--- src/sha1_pkg.sv ---
// Shared types and constants for the SHA-1 byte stream hasher.
package sha1_pkg;

	localparam logic [31:0] IV0 = 32'h67452301;
	localparam logic [31:0] IV1 = 32'hEFCDAB89;
	localparam logic [31:0] IV2 = 32'h98BADCFE;
	localparam logic [31:0] IV3 = 32'h10325476;
	localparam logic [31:0] IV4 = 32'hC3D2E1F0;
	localparam logic [31:0] K0 = 32'h5A827999;
	localparam logic [31:0] K1 = 32'h6ED9EBA1;
	localparam logic [31:0] K2 = 32'h8F1BBCDC;
	localparam logic [31:0] K3 = 32'hCA62C1D6;
	localparam logic [7:0] PAD_BYTE = 8'h80;
	localparam int unsigned QUEUE_DEPTH = 2;

	// classified request passed from front to back
	typedef struct packed {
		logic [7:0] data_byte;
		logic       has_byte;
		logic       end_of_message;
	} sha1_req_t;

	function automatic logic [31:0] rotl(input logic [31:0] v, input logic [4:0] n);
		logic [63:0] d;
		begin
			d = {v, v} << n;
			rotl = d[63:32];
		end
	endfunction

endpackage

--- src/sha1_front.sv ---
// Front end: accept requests, drop empty ones, queue the rest.
module sha1_front import sha1_pkg::*; #(
	parameter int unsigned DEPTH = QUEUE_DEPTH
) (
	input  logic       clk,
	input  logic       arst_n,
	input  logic       in_valid,
	output logic       in_ready,
	input  logic [7:0] data_byte,
	input  logic       has_byte,
	input  logic       end_of_message,
	output logic       q_valid,
	input  logic       q_ready,
	output sha1_req_t  q_req
);
	localparam int unsigned AW = (DEPTH > 1) ? $clog2(DEPTH) : 1;

	sha1_req_t           mem_q [DEPTH];
	logic [AW-1:0]       wr_q, rd_q;
	logic [$clog2(DEPTH+1)-1:0] cnt_q;
	logic                push, pop, useful;

	assign in_ready = (cnt_q != DEPTH[$clog2(DEPTH+1)-1:0]);
	assign useful   = has_byte | end_of_message;
	assign push     = in_valid & in_ready & useful;
	assign q_valid  = (cnt_q != '0);
	assign pop      = q_valid & q_ready;
	assign q_req    = mem_q[rd_q];

	always_ff @(posedge clk) begin
		if (push) begin
			mem_q[wr_q] <= '{data_byte, has_byte, end_of_message};
		end
	end

	always_ff @(posedge clk or negedge arst_n) begin
		if (!arst_n) begin
			wr_q <= '0;
			rd_q <= '0;
			cnt_q <= '0;
		end else begin
			if (push) begin
				wr_q <= (wr_q == AW'(DEPTH - 1)) ? '0 : wr_q + 1'b1;
			end
			if (pop) begin
				rd_q <= (rd_q == AW'(DEPTH - 1)) ? '0 : rd_q + 1'b1;
			end
			cnt_q <= cnt_q + (push ? 1'b1 : 1'b0) - (pop ? 1'b1 : 1'b0);
		end
	end

`ifndef NO_ASSERTIONS
	a_no_overflow: assert property (@(posedge clk) disable iff (!arst_n)
		cnt_q == DEPTH[$clog2(DEPTH+1)-1:0] |-> !push) else $error("queue overflow");
	a_no_underflow: assert property (@(posedge clk) disable iff (!arst_n)
		cnt_q == '0 |-> !pop) else $error("queue underflow");
	a_empty_dropped: assert property (@(posedge clk) disable iff (!arst_n)
		(in_valid && in_ready && !useful) |=> cnt_q <= $past(cnt_q))
		else $error("empty request queued");
`endif
endmodule

--- src/sha1_back.sv ---
// Back end: byte packing, padding, 80-round compression, digest output.
module sha1_back import sha1_pkg::*; (
	input  logic        clk,
	input  logic        arst_n,
	input  logic        q_valid,
	output logic        q_ready,
	input  sha1_req_t   q_req,
	output logic        out_valid,
	input  logic        out_ready,
	output logic [31:0] digest_word,
	output logic [2:0]  word_index,
	output logic        last_word
);
	typedef enum logic [2:0] {
		S_IDLE, S_PAD, S_COMP, S_ADD, S_LEN, S_EMIT
	} state_t;

	state_t       state_q;
	logic [31:0]  w_q [16];
	logic [31:0]  h_q [5];
	logic [31:0]  a_q, b_q, c_q, d_q, e_q;
	logic [6:0]   rnd_q;
	logic [5:0]   fill_q;
	logic [63:0]  bits_q;
	logic         fin_q;      // finalizing: compression ends in padding path
	logic         need2_q;    // padding needs a second block
	logic         pad_done_q; // padding already written for this message
	logic [3:0]   widx_q;     // padding clear index
	logic [2:0]   oidx_q;

	logic [31:0] f, k, t, wn, wcur;
	logic [3:0]  wi;
	logic [4:0]  sh;

	assign q_ready = (state_q == S_IDLE);
	assign wcur = (rnd_q < 7'd16) ? w_q[rnd_q[3:0]] : wn;
	assign wn = rotl(w_q[13] ^ w_q[8] ^ w_q[2] ^ w_q[0], 5'd1);
	assign wi = fill_q[5:2];
	assign sh = 5'(24 - 8 * fill_q[1:0]);

	always_comb begin
		if (rnd_q < 7'd20) begin
			f = (b_q & c_q) | (~b_q & d_q);
			k = K0;
		end else if (rnd_q < 7'd40) begin
			f = b_q ^ c_q ^ d_q;
			k = K1;
		end else if (rnd_q < 7'd60) begin
			f = (b_q & c_q) | (b_q & d_q) | (c_q & d_q);
			k = K2;
		end else begin
			f = b_q ^ c_q ^ d_q;
			k = K3;
		end
		t = rotl(a_q, 5'd5) + f + e_q + k + wcur;
	end

	// message schedule: 16-word window that shifts once per round from round 16
	always_ff @(posedge clk) begin
		case (state_q)
			S_IDLE: begin
				if (q_valid && q_req.has_byte) begin
					if (fill_q[1:0] == 2'd0) begin
						w_q[wi] <= {24'd0, q_req.data_byte} << sh;
					end else begin
						w_q[wi] <= w_q[wi] | ({24'd0, q_req.data_byte} << sh);
					end
				end
			end
			S_PAD: begin
				if (widx_q == wi) begin
					if (fill_q[1:0] == 2'd0) begin
						w_q[wi] <= {24'd0, PAD_BYTE} << sh;
					end else begin
						w_q[wi] <= w_q[wi] | ({24'd0, PAD_BYTE} << sh);
					end
				end else if (widx_q > wi) begin
					w_q[widx_q] <= '0;
				end
			end
			S_COMP: begin
				if (rnd_q >= 7'd16) begin
					for (int i = 0; i < 15; i++) begin
						w_q[i] <= w_q[i+1];
					end
					w_q[15] <= wn;
				end
			end
			S_ADD: begin
				if (fin_q && need2_q) begin
					for (int i = 0; i < 14; i++) begin
						w_q[i] <= '0;
					end
				end
			end
			S_LEN: begin
				w_q[14] <= bits_q[63:32];
				w_q[15] <= bits_q[31:0];
			end
			default: begin
			end
		endcase
	end

	// From round 16 on the window holds w[r-16..r-1]; each round shifts in w[r].

	always_ff @(posedge clk or negedge arst_n) begin
		if (!arst_n) begin
			state_q <= S_IDLE;
			h_q <= '{IV0, IV1, IV2, IV3, IV4};
			fill_q <= '0;
			bits_q <= '0;
			fin_q <= 1'b0;
			need2_q <= 1'b0;
			pad_done_q <= 1'b0;
			rnd_q <= '0;
			widx_q <= '0;
			oidx_q <= '0;
			out_valid <= 1'b0;
			digest_word <= '0;
			word_index <= '0;
			last_word <= 1'b0;
			{a_q, b_q, c_q, d_q, e_q} <= '0;
		end else begin
			case (state_q)
				S_IDLE: begin
					if (q_valid) begin
						fin_q <= q_req.end_of_message;
						pad_done_q <= 1'b0;
						{a_q, b_q, c_q, d_q, e_q} <= {h_q[0], h_q[1], h_q[2], h_q[3], h_q[4]};
						rnd_q <= '0;
						if (q_req.has_byte) begin
							fill_q <= fill_q + 1'b1;
							bits_q <= bits_q + 64'd8;
							if (fill_q == 6'd63) begin
								state_q <= S_COMP;
							end else if (q_req.end_of_message) begin
								widx_q <= '0;
								state_q <= S_PAD;
							end
						end else begin
							widx_q <= '0;
							state_q <= S_PAD;
						end
					end
				end
				S_PAD: begin
					widx_q <= widx_q + 1'b1;
					if (widx_q == 4'd15) begin
						need2_q <= (fill_q >= 6'd56);
						pad_done_q <= 1'b1;
						rnd_q <= '0;
						state_q <= (fill_q >= 6'd56) ? S_COMP : S_LEN;
					end
				end
				S_LEN: begin
					need2_q <= 1'b0;
					rnd_q <= '0;
					state_q <= S_COMP;
				end
				S_COMP: begin
					e_q <= d_q;
					d_q <= c_q;
					c_q <= rotl(b_q, 5'd30);
					b_q <= a_q;
					a_q <= t;
					rnd_q <= rnd_q + 1'b1;
					if (rnd_q == 7'd79) begin
						state_q <= S_ADD;
					end
				end
				S_ADD: begin
					h_q[0] <= h_q[0] + a_q;
					h_q[1] <= h_q[1] + b_q;
					h_q[2] <= h_q[2] + c_q;
					h_q[3] <= h_q[3] + d_q;
					h_q[4] <= h_q[4] + e_q;
					{a_q, b_q, c_q, d_q, e_q} <= {h_q[0] + a_q, h_q[1] + b_q, h_q[2] + c_q,
						h_q[3] + d_q, h_q[4] + e_q};
					if (!fin_q) begin
						state_q <= S_IDLE;
					end else if (need2_q) begin
						state_q <= S_LEN;
					end else if (!pad_done_q) begin
						// full block on the final byte: pad an all-new block
						widx_q <= '0;
						state_q <= S_PAD;
					end else begin
						oidx_q <= '0;
						state_q <= S_EMIT;
					end
				end
				S_EMIT: begin
					if (!out_valid || out_ready) begin
						out_valid <= 1'b1;
						digest_word <= h_q[oidx_q];
						word_index <= oidx_q;
						last_word <= (oidx_q == 3'd4);
						oidx_q <= oidx_q + 1'b1;
						if (oidx_q == 3'd4) begin
							h_q <= '{IV0, IV1, IV2, IV3, IV4};
							fill_q <= '0;
							bits_q <= '0;
							fin_q <= 1'b0;
							state_q <= S_IDLE;
						end
					end
				end
				default: begin
					state_q <= S_IDLE;
				end
			endcase
			if (state_q != S_EMIT && out_valid && out_ready) begin
				out_valid <= 1'b0;
			end
		end
	end

`ifndef NO_ASSERTIONS
	a_idle_only_take: assert property (@(posedge clk) disable iff (!arst_n)
		q_ready |-> state_q == S_IDLE) else $error("take outside idle");
	a_round_range: assert property (@(posedge clk) disable iff (!arst_n)
		state_q == S_COMP |-> rnd_q < 7'd80) else $error("round overrun");
	a_last_idx: assert property (@(posedge clk) disable iff (!arst_n)
		out_valid && last_word |-> word_index == 3'd4) else $error("bad last word");
`endif
endmodule

--- src/sha1_byte_stream_hasher.sv ---
// Top level of the SHA-1 byte stream hasher.
//
//  channel | signals                                   | direction
//  in      | in_valid in_ready data_byte has_byte end_of_message | request in
//  out     | out_valid out_ready digest_word word_index last_word | request out
//
// A byte is packed into the block while idle; every 64th byte starts the 80 rounds of
// one shared round unit and the chaining add. End of message adds the padding
// pass, loading of the length words, one or two compressions, and five output
// words.
// Reset restores the initial vector and zero counts at once; no clearing pass.
// A two-entry queue lets the front take requests while the back compresses.
// Requests with no byte and no end are accepted and dropped.
module sha1_byte_stream_hasher import sha1_pkg::*; #(
	parameter int unsigned DEPTH = QUEUE_DEPTH
) (
	input  logic        clk,
	input  logic        arst_n,
	input  logic        in_valid,
	output logic        in_ready,
	input  logic [7:0]  data_byte,
	input  logic        has_byte,
	input  logic        end_of_message,
	output logic        out_valid,
	input  logic        out_ready,
	output logic [31:0] digest_word,
	output logic [2:0]  word_index,
	output logic        last_word
);
	logic      q_valid, q_ready;
	sha1_req_t q_req;

	// hold requests in the queue while the back end compresses
	sha1_front #(.DEPTH(DEPTH)) u_front (
		.clk, .arst_n, .in_valid, .in_ready, .data_byte, .has_byte,
		.end_of_message, .q_valid, .q_ready, .q_req
	);

	sha1_back u_back (
		.clk, .arst_n, .q_valid, .q_ready, .q_req, .out_valid, .out_ready,
		.digest_word, .word_index, .last_word
	);
endmodule
--- config.mk ---
export PLATFORM = sky130hd
export DESIGN_NAME = sha1_byte_stream_hasher
export DESIGN_NICKNAME = d
export VERILOG_FILES = /design/src/sha1_pkg.sv /design/src/sha1_front.sv /design/src/sha1_back.sv /design/src/sha1_byte_stream_hasher.sv
export SDC_FILE = /design/constraint.sdc
export NUM_CORES = 2
export LEC_CHECK = 0
export BUFFER_PORTS_ARGS = -buffer_cell sky130_fd_sc_hd__buf_2
export CORE_UTILIZATION = 35
export DETAILED_ROUTE_END_ITERATION = 8
export GPL_ROUTABILITY_DRIVEN = 0
export PLACE_DENSITY = 0.55
export SLEW_MARGIN = 20
export SYNTH_ARGS = -nofsm -noshare
export SYNTH_HDL_FRONTEND = slang
export SYNTH_SLANG_ARGS = --single-unit
export TNS_END_PERCENT = 30
--- constraint.sdc ---
create_clock -name clk -period 9.77 [get_ports clk]
set_clock_uncertainty 0.2 [all_clocks]
set_input_delay 0.977 -clock clk [delete_from_list [all_inputs] [get_ports clk]]
set_output_delay 0.977 -clock clk [all_outputs]
set_load 0.1 [all_outputs]
==> impl_metrics.ini <==
[final_layout]
area.growth.synth_to_final_pct = 10.2
drive_gt1_share_pct = 13.7
fin_nets = 6803
layout.cells.non_filler = 9022
final_util_pct = 39.0
n_fill_cell = 18112

[setup_path]
arrival_ns = 8.46
reg2reg_depth = 22
crit_slowest_cell = dfrtp_2
worstPathMaxFanout = 23
crit_type = reg2reg
timing.rr.start = u_back.rnd_q[2]
worst_path_largest_cell_delay_ns = 0.81
crit_chain = o21a_1 -> or3_1 -> buf_4 -> clkinv_2 -> nor2_2 -> a221oi_1 -> fa_1 -> fa_1 -> fa_1 -> inv_1 -> ha_1 -> inv_1 -> fa_1 -> nor2b_1 -> o31ai_1 -> a211oi_1 -> nor2_1 -> o21ai_1 -> a211oi_1 -> o21ai_0 -> xnor2_1 -> a221oi_1
cpMostUsedCell = fa_1
start_kind = flop
r2r_setup_slack_ns = 1.75
cp-end-kind = flop
r2r-end = u_back.a_q[29]
worstPathRequired_ns = 10.21

[yosys]
synth_top_area_share_pct = 14.2
syn-num-nets = 7009
ys.warnings.count = 0
yosys-top-cells-count = nand2_1, a21oi_1, nor2_1
yosysUniqueCellTypes = 107
yosys_register_bits = 980
ys_seq_area_share_pct = 37.5
synth-edff-count = 244
synth_ff_type = dfrtp_1
async_reset_ff_share_pct = 45.7
synthCells = 6661
yosys.cell_count.top_type = nand2_1
syn-mean-instance-area_um2 = 9.76
synth_largest_area_cell = dfrtp_1
synthTopCellsByArea = dfrtp_1, mux4_2, edfxtp_1, dfxtp_1, nand2_1
syn-cell-area_mm2 = 0.0650

[detailed_routing]
routed_wirelength_um = 247000
drc = 0
vias = 55423
drtIter0Drc = 6887
viasPerCell = 6.14
final_antenna_net_count = 0
dr.pass1.iters = 8
wl_per_cell_um = 27.3

[status]
status = completed

[global_route]
grt_pass1_vias = 53312
antenna_found_initial = 3
grt_usage_pct = 25.9
overflow = 0
grtUsageMet1_pct = 34.5
grt_max_degree = 195
busiest_layer = met2
grtUsageMet2_pct = 40.7
grtUsageMet3_pct = 4.04
grt_pass1_wl_um = 364000

[die]
rows = 157
start_util_pct = 35.4
dieHeight_um = 433
core_mm2 = 0.184
die_w_um = 433
io_pins = 52
die-area_mm2 = 0.187

[clock_tree]
root_buffer = clkbuf_16
clockBufferDepth = 3
ctsResizeCount = 0
clk_pin_slew_worst_paths_ns = 0.06
numCtsBuffers = 115
postCtsHoldBufs = 0
cts.sinks = 980
cts_setup_buffers = 0
cts_tree = built
clk-insertion-delay-late_ns = 0.77
htreeDepth = 3

[placement]
io_buffers = 51
hpwl_um = 161000
place_inst = 8801

[timing]
hold_viol = 0
max_slew_margin_pct = 18.0
tns_ns = 0
fin_crit_ns = 8.02
timing.final.crit_share_pct = 82.0
hold_ws_ns = 0.122
rsz0062_at_grt = no
slew_violations = 0
max_clock_freq_ghz = 0.125
finalSetupViolations = 0
max_slew.worst_pin.slew_ns = 1.22

[run]
max-cap-violations = 0

[worst_hold_path]
hold_path.class = in2async
-- how the worst max path moves through the flow --
| stage | endpoint | cells after the start | startpoint | slack [ns] |
|---|---|---|---|---|
| after floorplan | u_back.a_q[29] | 23 | u_back.rnd_q[0] | 3.49 |
| after CTS | u_back.a_q[29] | 22 | u_back.rnd_q[2] | 1.85 |
| after detailed placement | u_back.a_q[29] | 22 | u_back.rnd_q[2] | 1.88 |
| after global placement | u_back.a_q[29] | 23 | u_back.rnd_q[2] | 1.99 |
| after global routing | u_back.a_q[29] | 23 | u_back.rnd_q[2] | 1.43 |
| final | u_back.a_q[29] | 22 | u_back.rnd_q[2] | 1.75 |
-- worst max-delay path, delay by kind of cell (launching register included) --
| kind | cells | cell delay [ns] |
|---|---|---|
| AO/OA/AOI/OAI | 8 | 2.56 |
| XOR/XNOR | 1 | 0.17 |
| adder cells (fa/ha/maj) | 5 | 1.90 |
| buffers and inverters | 4 | 0.83 |
| flip-flops | 1 | 0.81 |
| AND/OR/NAND/NOR | 4 | 1.41 |
-- sequential cells by signal, summed over array words and instances (netlist names), 4 cells and up --
signal	flops
u_back.e_q	32
u_back.c_q	32
u_back.w_q	512
u_back.widx_q	4
u_back.digest_word	32
u_back.fill_q	6
u_back.bits_q	61
u_back.rnd_q	7
u_front.mem_q	20
u_back.a_q	32
u_back.h_q	160
u_back.b_q	32
u_back.d_q	32
-- cells in the final DEF (no fill, tap or decap), types with 50 or more instances in the layout --
master and count:
fa_1 114, dfrtp_1 358, mux4_2 350, a21o_1 90, o22a_1 69, inv_1 246
a31oi_1 55, dfstp_2 80, xor2_1 70, xnor2_1 247, a21oi_1 590, buf_4 104
edfxtp_1 244, o21ai_0 252, buf_2 50, a22oi_1 359, a221oi_1 94, dfxtp_1 288
nor3b_1 67, nand2_1 1051, nor3_1 69, nand3_1 86, clkbuf_16 120, ha_1 220
mux2i_1 65, nor2_1 449
-- metal layers --
metal / vias to the layer above / routed length [um] / part of all wire, %
met4: 4 / 14300 / 5.8
met3: 624 / 20300 / 8.2
met5: - / 27 / 0.011
met1: 27838 / 99900 / 40
met2: 2829 / 112000 / 45
li1: 24128 / - / -
-- cell families (layout without fill, tap and decap cells) --
kind of cell,count (synthesis),in the layout,share of synthesized area [%]
and+or+nand+nor,1970,1970,13.2
DFF,980,980,37.5
adders and majority gates,334,334,7.75
other,0,1,0
xor gates and xnor gates,317,317,4.27
AOI/OAI and AO/OA,1902,1902,19.3
muxes,423,423,13.3
buffers and inverters,735,631,4.62
-- metrics by stage --
stage	worst slack, ns	area, um2
2_1_floorplan	3.49	65000
3_5_place_dp	1.88	67500
6_report	1.75	71600
4_1_cts	1.85	71600
5_1_grt	1.43	71600
3_3_place_gp	1.99	67500
-- layout make-up --
type | instances | area [um2] | area share (%)
sequential | 980 | 24400 | 34.1
clock buffer | 157 | 3330 | 4.65
antenna | 1 | 2.50 | 0.00349
tap | 2464 | 3080 | 4.30
multi-input combinational | 4946 | 37900 | 52.9
clock inverter | 62 | 788 | 1.10
timing repair buffer | 162 | 1180 | 1.64
inverter | 250 | 941 | 1.31
Power is left out: the tool's default activity adds up to more than one toggle a clock period on the data nets, which glitch-free logic cannot reach.
